`config.mk`:
```
export PLATFORM = sky130hd
export DESIGN_NAME = modified_utf8_decoder_top
export DESIGN_NICKNAME = d
export VERILOG_FILES = /design/src/rtl/mu8d_pkg.sv /design/src/rtl/mu8d_step.sv /design/src/rtl/modified_utf8_decoder_top.sv
export SDC_FILE = /design/constraint.sdc
export NUM_CORES = 1
export LEC_CHECK = 0
export ABC_AREA = 1
export BUFFER_PORTS_ARGS = -buffer_cell sky130_fd_sc_hd__buf_2
export CAP_MARGIN = 5
export CORE_ASPECT_RATIO = 1.75
export CORE_MARGIN = 1.5
export CORE_UTILIZATION = 26
export CTS_CLUSTER_SIZE = 25
export DETAILED_ROUTE_END_ITERATION = 10
export HOLD_SLACK_MARGIN = 0.06
export PLACE_DENSITY = 0.45
export SLEW_MARGIN = 20
export SYNTH_ARGS = -nofsm -noshare
export SYNTH_HDL_FRONTEND = slang
export SYNTH_SLANG_ARGS = --single-unit
```
`constraint.sdc`:
```
create_clock -name clk -period 3.5 [get_ports clk]
set_clock_uncertainty 0.15 [all_clocks]
set_input_delay 0.35 -clock clk [delete_from_list [all_inputs] [get_ports clk]]
set_output_delay 0.35 -clock clk [all_outputs]
set_load 0.02 [all_outputs]
```
`src/rtl/mu8d_pkg.sv`:
```
package mu8d_pkg;

  // result status codes
  localparam logic [1:0] ST_OK        = 2'd0;
  localparam logic [1:0] ST_CONT_LEAD = 2'd1;
  localparam logic [1:0] ST_BAD_LEAD  = 2'd2;
  localparam logic [1:0] ST_TRUNC     = 2'd3;

  localparam int unsigned CP_W = 21;

  // byte classes and masks
  localparam logic [7:0]      ASCII_TOP  = 8'h80;
  localparam logic [7:0]      LEAD2_BASE = 8'hC0;
  localparam logic [7:0]      LEAD3_BASE = 8'hE0;
  localparam logic [7:0]      LEAD4_BASE = 8'hF0;
  localparam logic [7:0]      SURR_LEAD  = 8'hED;
  localparam logic [7:0]      SURR_MIN   = 8'hA0;
  localparam logic [7:0]      MASK_LEAD2 = 8'h1F;
  localparam logic [7:0]      MASK_LEAD3 = 8'h0F;
  localparam logic [CP_W-1:0] SUPP_BASE  = 21'h10000;

  typedef struct packed {
    logic [7:0] data_byte;
    logic       last_of_string;
  } in_word_t;

  typedef struct packed {
    logic [CP_W-1:0] code_point;
    logic [1:0]      status;
    logic            string_end;
  } out_word_t;

  typedef struct packed {
    logic [2:0]      bytes_remaining;
    logic [CP_W-1:0] partial_value;
    logic            pair_mode;
    logic            lead_was_ed;
    logic            discarding;
  } dec_state_t;

endpackage

```
`src/rtl/mu8d_step.sv`:
```
module mu8d_step
  import mu8d_pkg::*;
(
  input  dec_state_t cur,
  input  in_word_t   word,
  output dec_state_t nxt,
  output logic       emit,
  output out_word_t  res
);

  logic [7:0]      b;
  logic            last;
  logic [CP_W-1:0] sh6;
  logic [CP_W-1:0] sh4;
  logic [2:0]      rem_dec;
  logic            mid_seq;

  assign b       = word.data_byte;
  assign last    = word.last_of_string;
  assign sh6     = {cur.partial_value[CP_W-7:0], b[5:0]};
  assign sh4     = {cur.partial_value[CP_W-5:0], b[3:0]};
  assign rem_dec = cur.bytes_remaining - 3'd1;

  always_comb begin
    nxt     = cur;
    emit    = 1'b0;
    res     = '0;
    mid_seq = 1'b0; // sequence still open after this byte

    priority if (cur.discarding) begin
      if (last) begin
        nxt.discarding = 1'b0;
      end
    end else if (cur.bytes_remaining == 3'd0) begin
      priority if (b < ASCII_TOP) begin
        emit           = 1'b1;
        res.code_point = {{(CP_W-8){1'b0}}, b};
        res.status     = ST_OK;
        res.string_end = last;
      end else if (b < LEAD2_BASE || b >= LEAD4_BASE) begin
        nxt                 = '0;
        nxt.discarding      = !last;
        emit                = 1'b1;
        res.status          = (b < LEAD2_BASE) ? ST_CONT_LEAD : ST_BAD_LEAD;
        res.string_end      = last;
      end else if (b < LEAD3_BASE) begin
        nxt.partial_value   = {{(CP_W-8){1'b0}}, b & MASK_LEAD2};
        nxt.bytes_remaining = 3'd1;
        nxt.pair_mode       = 1'b0;
        mid_seq             = 1'b1;
      end else begin
        nxt.partial_value   = {{(CP_W-8){1'b0}}, b & MASK_LEAD3};
        nxt.bytes_remaining = 3'd2;
        nxt.lead_was_ed     = (b == SURR_LEAD);
        nxt.pair_mode       = 1'b0;
        mid_seq             = 1'b1;
      end
    end else if (cur.lead_was_ed) begin
      nxt.lead_was_ed = 1'b0;
      mid_seq         = 1'b1;
      if (b >= SURR_MIN) begin
        // surrogate pair: keep the low nibble of the second byte
        nxt.pair_mode       = 1'b1;
        nxt.partial_value   = {{(CP_W-8){1'b0}}, b & MASK_LEAD3};
        nxt.bytes_remaining = 3'd4;
      end else begin
        nxt.partial_value   = sh6;
        nxt.bytes_remaining = 3'd1;
      end
    end else if (cur.pair_mode) begin
      unique case (cur.bytes_remaining)
        3'd4, 3'd1: nxt.partial_value = sh6;
        3'd2:       nxt.partial_value = sh4;
        default:    nxt.partial_value = cur.partial_value; // second ED ignored
      endcase
      nxt.bytes_remaining = rem_dec;
      if (rem_dec == 3'd0) begin
        emit           = 1'b1;
        res.code_point = SUPP_BASE + nxt.partial_value;
        res.status     = ST_OK;
        res.string_end = last;
        nxt            = '0;
      end else begin
        mid_seq = 1'b1;
      end
    end else begin
      nxt.partial_value   = sh6;
      nxt.bytes_remaining = rem_dec;
      if (rem_dec == 3'd0) begin
        emit           = 1'b1;
        res.code_point = sh6;
        res.status     = ST_OK;
        res.string_end = last;
        nxt            = '0;
      end else begin
        mid_seq = 1'b1;
      end
    end

    // string ended inside a sequence
    if (mid_seq && last) begin
      nxt            = '0;
      emit           = 1'b1;
      res.code_point = '0;
      res.status     = ST_TRUNC;
      res.string_end = 1'b1;
    end
  end

endmodule

```
`src/rtl/modified_utf8_decoder_top.sv`:
```
// channel | ports                        | word
// --------+------------------------------+---------------------------------------
// input   | in_valid, in_ready, in_word  | data_byte, last_of_string
// result  | out_valid, out_ready, out_word | code_point, status, string_end
//
// one byte a cycle sustained while the result side keeps up; a result
// appears once its byte has been taken into the input register and the
// decode step has loaded the result register, which waits for a free slot
// the decode state updates as a byte leaves the input register
// rst_n is synchronous and active low; it clears the valid flags and state
// a held result stalls the input register only if that byte makes a result;
// bytes that make none keep flowing past a waiting result
module modified_utf8_decoder_top
  import mu8d_pkg::*;
(
  input  logic      clk,
  input  logic      rst_n,
  input  logic      in_valid,
  output logic      in_ready,
  input  in_word_t  in_word,
  output logic      out_valid,
  input  logic      out_ready,
  output out_word_t out_word
);

  // input register
  logic       in_vld_r;
  in_word_t   in_buf_r;

  // decode state
  dec_state_t st_r;
  dec_state_t st_nxt;

  // result register
  logic       out_vld_r;
  out_word_t  out_buf_r;

  logic       step_emit;
  out_word_t  step_res;
  logic       out_free;
  logic       advance;

  mu8d_step u_step (
    .cur  (st_r),
    .word (in_buf_r),
    .nxt  (st_nxt),
    .emit (step_emit),
    .res  (step_res)
  );

  // result slot is free if empty or being drained this cycle
  assign out_free = !out_vld_r || out_ready;
  // the buffered byte moves on unless its result has nowhere to go
  assign advance  = in_vld_r && (!step_emit || out_free);
  assign in_ready = !in_vld_r || advance;

  assign out_valid = out_vld_r;
  assign out_word  = out_buf_r;

  // control
  always_ff @(posedge clk) begin
    if (!rst_n) begin
      in_vld_r  <= 1'b0;
      out_vld_r <= 1'b0;
      st_r      <= '0;
    end else begin
      if (in_ready) begin
        in_vld_r <= in_valid;
      end
      if (advance) begin
        st_r <= st_nxt;
      end
      if (advance && step_emit) begin
        out_vld_r <= 1'b1;
      end else if (out_ready) begin
        out_vld_r <= 1'b0;
      end
    end
  end

  // payload
  always_ff @(posedge clk) begin
    if (in_ready && in_valid) begin
      in_buf_r <= in_word;
    end
    if (advance && step_emit) begin
      out_buf_r <= step_res;
    end
  end

endmodule

```
==> results of run 1 <==
## kinds of logic after synthesis
family          Yosys count
xor+xnor                  1
flops                    62
compound gates           81
simple gates            311
fa+ha+maj                 6
buf+inv                  84
## final cells by class
type                    count  area (um^2)  area share
well taps                 180          225      0.0495
repair buffers             59          370      0.0814
clock inverters             4         45.0     0.00990
multi-input cells         399         1850       0.406
inverters                  63          236      0.0520
clock buffers              12          256      0.0563
flip-flops and latches     62         1570       0.345
## placed cells by master, fill, tap and decap left out, types with 3 or more instances in the layout
master	instances
clkinv_1	4
o21ai_0	23
buf_4	12
buf_2	38
a21oi_1	39
nor3_1	6
edfxtp_1	33
inv_1	58
nor2_1	64
dlygate4sd3_1	9
nand3_1	35
nand4_1	11
nand2_2	3
inv_2	3
clkbuf_16	9
o22ai_1	4
o311ai_0	3
ha_1	6
nand2_1	183
dfxtp_1	29
## state kept, by name, indices dropped and copies added (netlist names)
| signal | cells |
|---|---|
| st_r | 27 |
| out_word | 24 |
| out_valid | 1 |
| in_buf_r | 9 |
| in_vld_r | 1 |
## power groups by stage
stage	Clock [W]	Sequential [W]	Combinational, W
2_1_floorplan	0	0.000882	0.000307
3_3_place_gp	0	0.000874	0.000470
3_5_place_dp	0	0.000873	0.000471
4_1_cts	0.000922	0.000859	0.000481
5_1_grt	0.000954	0.000863	0.000539
6_report	0.000906	0.000859	0.000481
## what timing repair did
item                      CTS  global route
buffers inserted            0             0
hold buffers                9             0
hold endpoints to repair    9             0
## worst max-delay path: cells and delay by family (launching register included)
| kind | cells | cell delay [ns] |
|---|---|---|
| and+or+nand+nor | 4 | 0.82 |
| AOI/OAI and AO/OA | 2 | 0.52 |
| DFF | 1 | 0.38 |
| buffers and inverters | 2 | 0.34 |
| adders and majority gates | 1 | 0.26 |
## per-stage QoR
step / power (W) / instances / instance area (um^2) / setup WS (ns) / util
6_report: 0.00225 / 779 / 4550 / 0.843 / 0.320
4_1_cts: 0.00226 / 779 / 4550 / 0.842 / 0.320
3_5_place_dp: 0.00134 / 754 / 4160 / 0.853 / 0.292
3_3_place_gp: 0.00134 / 754 / 4160 / 0.866 / 0.292
2_1_floorplan: 0.00119 / 545 / 3760 / 0.988 / -
5_1_grt: 0.00236 / 779 / 4550 / 0.665 / 0.320
## metal layers
layer	vias up	routed length, um	global-route usage
met1	1777	4550	0.172
met3	43	504	0.0267
li1	1876	-	-
met4	0	773	0.116
met2	123	7080	0.344
met5	-	0	0
## final timing paths
check	startpoint	slack [ns]	endpoint
worst max-delay path	st_r[24]$_SDFFE_PN0P_	0.84	out_word[19]$_SDFFCE_PP0P_
worst min-delay path	in_valid	0.15	in_vld_r$_SDFFE_PN0P_
worst max register to register	st_r[24]$_SDFFE_PN0P_	0.84	out_word[19]$_SDFFCE_PP0P_
worst min register to register	st_r[17]$_SDFFE_PN0P_	0.34	st_r[17]$_SDFFE_PN0P_
==> flow_summary.yaml, run 1 <==
power:
  internal_power_w: 0.00155
  switching_power_w: 0.000694
  p_leak_nw: 1.98
  pwr-share-clk: 0.403
  p_seq_frac: 0.383
  p_sw_frac: 0.309
  ir_drop_v: 0.000232
  p_comb_frac: 0.214
  p_per_area_mw_per_mm2: 493
synthesis:
  synthAdderAreaFrac: 0.0200
  synth_async_sr_flop_share: 0
  synth.mux.area_fraction: 0
  synth.area.top_cells: "edfxtp_1 (26%), nand2_1 (18%), dfxtp_1 (15%)"
  synth_nets: 564
  synth-edff-count: 33
  syn_area_mm2: 0.00376
  yosys.area_share.simple: 0.346
  syn_inst: 545
  synth_cell_types: 37
  yosysWarnings: 0
  synth_seq_cells: 62
  ys_seq_area_frac: 0.418
  synth.top_cell.area_share: 0.264
  synth_top_family_by_area: "simple AND/OR/NAND/NOR gates"
  synth_common_cells: "nand2_1 (183), nor2_1 (64), inv_1 (58), a21oi_1 (39), nand3_1 (35)"
  synth_top_flop_cell: "edfxtp_1"
  synth-compound-area-share: 0.124
  synth_largest_area_cell: "edfxtp_1"
  synth.most_common_cell: "nand2_1"
  synth_xor_area_frac: 0.00233
  syn_avg_cell_area_um2: 6.90
finish:
  n_fill_cell: 1609
  drive_above_1_share: 0.127
  diodes: 0
  final_net_count: 613
  syn_to_final_growth_pct: 21.1
sta:
  worstMarginPinSlew_ns: 0.617
  finalHoldViolCount: 0
  rsz0062_at_grt: "false"
  period_share: 0.759
  slew_viol_final: 0
  post-route-min-period_ns: 2.66
  whs_ns: 0.148
  finalSetupViolations: 0
  clock.fmax_mhz: 376
  setup_tns_ns: 0
  max_slew_margin: 0.588
placed_design:
  place.port_buffers: 38
  gp_congestion: 0.893
  dp_hpwl_um: 9840
clock_tree:
  cts_buffer_depth: 2
  cts_tree: "yes"
  cts.root.buffer_cell: "clkbuf_16"
  htree_levels: 3
  cts_resized: 0
  clk_latency_ns: 0.34
  cts_sinks: 62
  cts_buffers: 9
  path_clk_slew_ns: 0.05
die:
  start_util: 0.264
  die_y_um: 162
  io_pins: 39
  rows: 58
  die-area_mm2: 0.0152
  fp.dieW_um: 93.9
  coreArea_mm2: 0.0142
global_routing:
  grt_pass1_vias: 3847
  grt_overflow_total: 0
  antenna_found_initial: 0
  grt_pass1_wl_um: 20300
  track_usage: 0.180
  grt_max_degree: 25
critical_path:
  reg2reg_depth: 9
  startpoint_type: "register"
  worstPathArrival_ns: 2.66
  path_cells: "inv_1, ha_1, a21oi_4, nand3_2, nand3_2, nand2_2, nor2_2, inv_2, a211oi_1"
  max_stage_delay_ns: 0.41
  crit_path_frequent_cell: "nand3_2"
  criticalPathCategory: "reg -> reg"
  crit_required_ns: 3.50
  cp-end-kind: "register"
  worstPathMaxFanout: 12
  cp_slowest_cell: "nor2_2"
run:
  cap_viol_max_count: 0
routing:
  drt_first_pass_iters: 7
  drt-initial-drc-count: 249
  wl_per_cell_um: 16.6
  vias: 3819
  ant_nets: 0
  drc: 0
  wl_um: 12900
  viasPerCell: 4.90
worst_hold_path:
  min_path_cells: 3
  hp-class: "in -> reg"
run_status:
  status: "complete, no violations"
No activity file was read; power rests on OpenSTA's default activity.
==> run 2: changes to the inputs <==
ABC_AREA = 0   (was 1)
PLACE_DENSITY = 0.46   (was 0.45)
clock period = 2.2 ns   (was 3.5 ns; I/O delays follow)
==> flow_summary.yaml, run 2 <==
sta:
  max_slew_margin: 0.592
  finalHoldViolCount: 0
  rsz0062_at_grt: "true"
  period_share: 1.02
  whs_ns: 0.135
  slew_viol_final: 0
  layout_setup_ws_ns: -0.0473
  finalSetupViolations: 2
  clock.fmax_mhz: 445
  post-route-min-period_ns: 2.25
  worstMarginPinSlew_ns: 0.611
critical_path:
  cp-end-kind: "output port"
  criticalPathCategory: "reg -> out"
  startpoint_type: "register"
  worstPathMaxFanout: 5
  worstPathArrival_ns: 1.88
  crit_required_ns: 1.83
  regToRegSetupSlack_ns: -0.03
power:
  fin_total_pwr_w: 0.00289
  switching_power_w: 0.000729
  p_leak_nw: 1.81
  ir_drop_v: 0.000337
  p_seq_frac: 0.444
  p_sw_frac: 0.252
  internal_power_w: 0.00216
  p_comb_frac: 0.111
  pwr-share-clk: 0.445
  p_per_area_mw_per_mm2: 587
finish:
  largest_reg_flops: 27
  syn_to_final_growth_pct: 44.4
  final_cell_mix: "buf_4 (56), buf_2 (37), nand2_1 (34), a22oi_1 (34)"
  regArea_mm2: 0.00158
  final_common_cell: "buf_4"
  largest-register: "st_r"
  n_fill_cell: 1298
  final_net_count: 493
  diodes: 0
  multiInputGateArea_mm2: 0.00196
  drive_above_1_share: 0.365
routing:
  vias: 3279
  viasPerCell: 5.04
  drt-initial-drc-count: 186
  ant_nets: 0
  drt_first_pass_iters: 4
  drc: 0
  wl_per_cell_um: 16.7
  wl_um: 10900
synthesis:
  synth_seq_cells: 62
  synth_top_flop_cell: "edfxtp_1"
  ys_seq_area_frac: 0.461
  yosysWarnings: 0
  synth-edff-count: 33
  synth_largest_area_cell: "edfxtp_1"
  synth.most_common_cell: "nor2_1"
  synth_cell_types: 51
  syn_avg_cell_area_um2: 9.04
  synth_common_cells: "nor2_1 (38), a22oi_1 (37), nand2_1 (37), edfxtp_1 (33), dfxtp_1 (29)"
  synth_nets: 396
  syn_inst: 377
  syn_area_mm2: 0.00341
  synth.area.top_cells: "edfxtp_1 (29%), dfxtp_1 (17%), a22oi_1 (8.1%)"
  synth.top_cell.area_share: 0.291
  synth_async_sr_flop_share: 0
placed_design:
  gp_congestion: 0.873
  dp_hpwl_um: 7980
  place.port_buffers: 38
clock_tree:
  cts_buffer_depth: 2
  path_clk_slew_ns: 0.05
  cts_buffers: 9
  cts_sinks: 62
  htree_levels: 3
  cts_tree: "yes"
  clk_latency_ns: 0.33
  cts.root.buffer_cell: "clkbuf_16"
die:
  coreArea_mm2: 0.0129
  io_pins: 39
  rows: 55
  fp.dieW_um: 89.6
  die-area_mm2: 0.0138
  start_util: 0.265
  die_y_um: 154
worst_hold_path:
  hp-class: "in -> reg"
global_routing:
  track_usage: 0.170
  grt_overflow_total: 0
  grt_max_degree: 23
  grt_pass1_vias: 3364
  grt_pass1_wl_um: 17600
  antenna_found_initial: 0
run_status:
  status: "finished, violations left"
  failed_checks: "setup timing"
run:
  cap_viol_max_count: 0
## run 2: changes by cell type after synthesis, moves of 16 or more
cell	before	now
a22oi_1	2	37
a22o_1	0	19
inv_1	58	9
nand3_1	35	19
nand2_1	183	37
nor2_1	64	38
## run 2: power by group through the flow
stage	Sequential, W	Clock [W]	Combinational, W
floorplan	0.00133	0	0.000121
global placement	0.00131	0	0.000271
detailed placement	0.00131	0	0.000272
CTS	0.00128	0.00132	0.000308
global route	0.00129	0.00138	0.000345
finish	0.00128	0.00128	0.000321
## run 2: final timing paths
kind | startpoint | endpoint | depth (start not counted)
min reg2reg | st_r[22]$_SDFFE_PN0P_ | st_r[22]$_SDFFE_PN0P_ | 2
min | rst_n | st_r[24]$_SDFFE_PN0P_ | 3
max reg2reg | st_r[24]$_SDFFE_PN0P_ | out_word[21]$_SDFFCE_PP0P_ | 10
max | st_r[24]$_SDFFE_PN0P_ | in_ready | 9
## run 2: final cells by class
type,count,area share
timing repair buffer,115,0.174
sequential,62,0.321
inverter,10,0.00966
clock inverter,6,0.00788
tap,171,0.0435
multi-input combinational,276,0.397
clock buffer,10,0.0465
## run 2: critical path: stages (launching register included)
cell	delay, ns
dfxtp_4	0.37
inv_6	0.08
ha_4	0.18
nand2b_4	0.08
a31o_4	0.22
buf_6	0.11
nand3_2	0.07
nand2_2	0.06
or2_4	0.24
buf_6	0.13
## run 2: through the flow
step           std cells  instance area [um^2]  setup WS, ns  setup TNS (ns)   util
2_1_floorplan        377                  3540        -0.143          -0.401      -
3_3_place_gp         613                  4220       -0.0853          -0.928  0.328
3_5_place_dp         613                  4220        -0.106           -1.60  0.328
4_1_cts              646                  4770       -0.0661          -0.182  0.371
5_1_grt              650                  4920        -0.116          -0.998  0.382
6_report             650                  4920       -0.0473         -0.0779  0.382
## run 2: what timing repair did
item	in CTS	in global routing
setup endpoints to repair	35	48
hold buffers	10	0
pin swaps	17	18
setup buffers	8	4
hold endpoints to repair	10	0
resized for setup	35	28
## run 2: kinds of logic after synthesis
group | Yosys count | share of synthesized area
XOR/XNOR | 4 | 0.0103
buffers and inverters | 39 | 0.0481
flip-flops | 62 | 0.461
AO/OA/AOI/OAI | 137 | 0.275
adder cells (fa/ha/maj) | 6 | 0.0220
AND/OR/NAND/NOR | 124 | 0.169
multiplexers | 5 | 0.0147
## run 2: per-layer routing
layer | global-route usage | wire, um | vias up | part of all wire
met3 | 0.0358 | 294 | 18 | 0.027
met4 | 0.0762 | 280 | 0 | 0.026
met1 | 0.180 | 4170 | 1577 | 0.38
met2 | 0.310 | 6130 | 81 | 0.56
met5 | 0 | 0 | - | 0
li1 | - | - | 1603 | -
==> run 3: changes to the inputs <==
CORE_UTILIZATION = 42   (was 26)
PLACE_DENSITY = 0.66   (was 0.46)
==> flow_summary.yaml, run 3 (same netlist as run 2, synthesis figures left out) <==
critical_path:
  crit_required_ns: 1.83
  startpoint_type: "register"
  worstPathMaxFanout: 5
  criticalPathCategory: "reg -> out"
  cp-end-kind: "output port"
  worstPathArrival_ns: 1.86
power:
  switching_power_w: 0.000686
  p_sw_frac: 0.217
  p_per_area_mw_per_mm2: 661
  p_seq_frac: 0.406
  p_comb_frac: 0.093
  pwr-share-clk: 0.501
  ir_drop_v: 0.000495
  p_leak_nw: 1.80
  internal_power_w: 0.00248
finish:
  largest_reg_flops: 27
  final_common_cell: "buf_4"
  n_fill_cell: 638
  final_cell_mix: "buf_4 (50), buf_2 (37), nand2_1 (35), nor2_1 (33), edfxtp_1 (33)"
  diodes: 0
  final_net_count: 482
  largest-register: "st_r"
  drive_above_1_share: 0.338
  final_cell_area_mm2: 0.00478
  syn_to_final_growth_pct: 40.4
sta:
  worstMarginPinSlew_ns: 0.875
  slew_viol_final: 0
  clock.fmax_mhz: 449
  whs_ns: 0.0983
  period_share: 1.01
  finalSetupViolations: 2
  layout_setup_ws_ns: -0.0285
  max_slew_margin: 0.416
  finalHoldViolCount: 0
  post-route-min-period_ns: 2.23
  rsz0062_at_grt: "true"
die:
  io_pins: 39
  rows: 43
  die-area_mm2: 0.00869
  die_y_um: 122
  fp.dieW_um: 71.1
  start_util: 0.431
  coreArea_mm2: 0.00791
routing:
  wl_um: 10300
  wl_met2_um: 5610
  met3_length_um: 455
  wl_per_cell_um: 18.5
  vias: 3442
  drc: 0
  topRoutingLayerUsed: "met4"
  wl_met1_um: 3680
  viasPerCell: 6.18
  drt-initial-drc-count: 241
  ant_nets: 0
  drt_first_pass_iters: 5
clock_tree:
  htree_levels: 3
  cts_tree: "yes"
  cts.root.buffer_cell: "clkbuf_16"
  cts_sinks: 62
  path_clk_slew_ns: 0.05
  cts_buffer_depth: 2
  cts_buffers: 9
  clk_latency_ns: 0.33
global_routing:
  antenna_found_initial: 0
  grt_overflow_total: 0
  grt_pass1_vias: 3314
  track_usage: 0.244
  grt_max_degree: 25
  grt_pass1_wl_um: 16200
placed_design:
  place.port_buffers: 38
  dp_hpwl_um: 7160
  gp_congestion: 0.909
  placed_cell_area_mm2: 0.00404
run_status:
  status: "finished, violations left"
  failed_checks: "setup timing"
worst_hold_path:
  hp-class: "in -> reg"
run:
  cap_viol_max_count: 0
run 3: changes by cell type in the layout (fill, tap and decap cells not counted), sizes merged:
cell | previous run | this run
buf | 105 | 94
bufinv | 0 | 3
clkinv | 5 | 2
clkinvlp | 2 | 0
inv | 9 | 10
run 3: layout make-up:
class                   instances  area (um^2)  area share
clock buffers                  10          229      0.0479
clock inverters                 5          100      0.0209
inverters                      10         50.0      0.0105
well taps                      90          113      0.0235
flip-flops and latches         62         1580       0.330
multi-input cells             276         1940       0.406
repair buffers                104          769       0.161
run 3: repair_timing:
action / 4_1_cts / 5_1_grt
endpoints found under the hold margin: 10 / 0
hold buffers: 10 / 0
pin swaps: 10 / 8
endpoints found under the setup margin: 33 / 38
setup buffers: 3 / 7
resized for setup: 21 / 39
run 3: power groups by stage:
stage          clock network (W)  registers (W)  logic (W)
3_3_place_gp                   0        0.00130   0.000250
4_1_cts                  0.00161        0.00128   0.000276
2_1_floorplan                  0        0.00133   0.000121
6_report                 0.00158        0.00128   0.000293
5_1_grt                  0.00166        0.00129   0.000313
3_5_place_dp                   0        0.00131   0.000252
run 3: layer usage:
metal,vias to the layer above,track usage
met4,0,0.150
met2,145,0.453
li1,1590,-
met1,1655,0.241
met5,-,0
met3,52,0.0496
run 3: worst paths after layout:
kind | startpoint | end | slack, ns | cells after the start
worst max-delay path | st_r[24]$_SDFFE_PN0P_ | in_ready | -0.03 | 9
worst min-delay path | rst_n | st_r[0]$_SDFFE_PN0P_ | 0.1 | 3
worst max register to register | st_r[25]$_SDFFE_PN0P_ | out_word[21]$_SDFFCE_PP0P_ | -0.02 | 10
worst min register to register | st_r[22]$_SDFFE_PN0P_ | st_r[22]$_SDFFE_PN0P_ | 0.32 | 2
run 3: critical path, cell delays in order, from the launching register on:
cell,delay (ns)
dfxtp_4,0.39
inv_6,0.06
ha_4,0.19
nand2b_4,0.10
buf_6,0.12
nand3_4,0.10
nand3_2,0.11
nand2_2,0.06
or2_4,0.27
buf_6,0.13
run 3: through the flow:
| step | setup WS [ns] | setup TNS [ns] | util | cells | total power, W |
|---|---|---|---|---|---|
| after floorplan | -0.143 | -0.401 | - | 377 | 0.00145 |
| after global placement | -0.0535 | -0.295 | 0.511 | 522 | 0.00155 |
| after detailed placement | -0.0947 | -1.15 | 0.511 | 522 | 0.00156 |
| after CTS | -0.0565 | -0.142 | 0.579 | 550 | 0.00317 |
| after global routing | -0.105 | -0.657 | 0.605 | 557 | 0.00326 |
| final | -0.0285 | -0.0503 | 0.605 | 557 | 0.00316 |
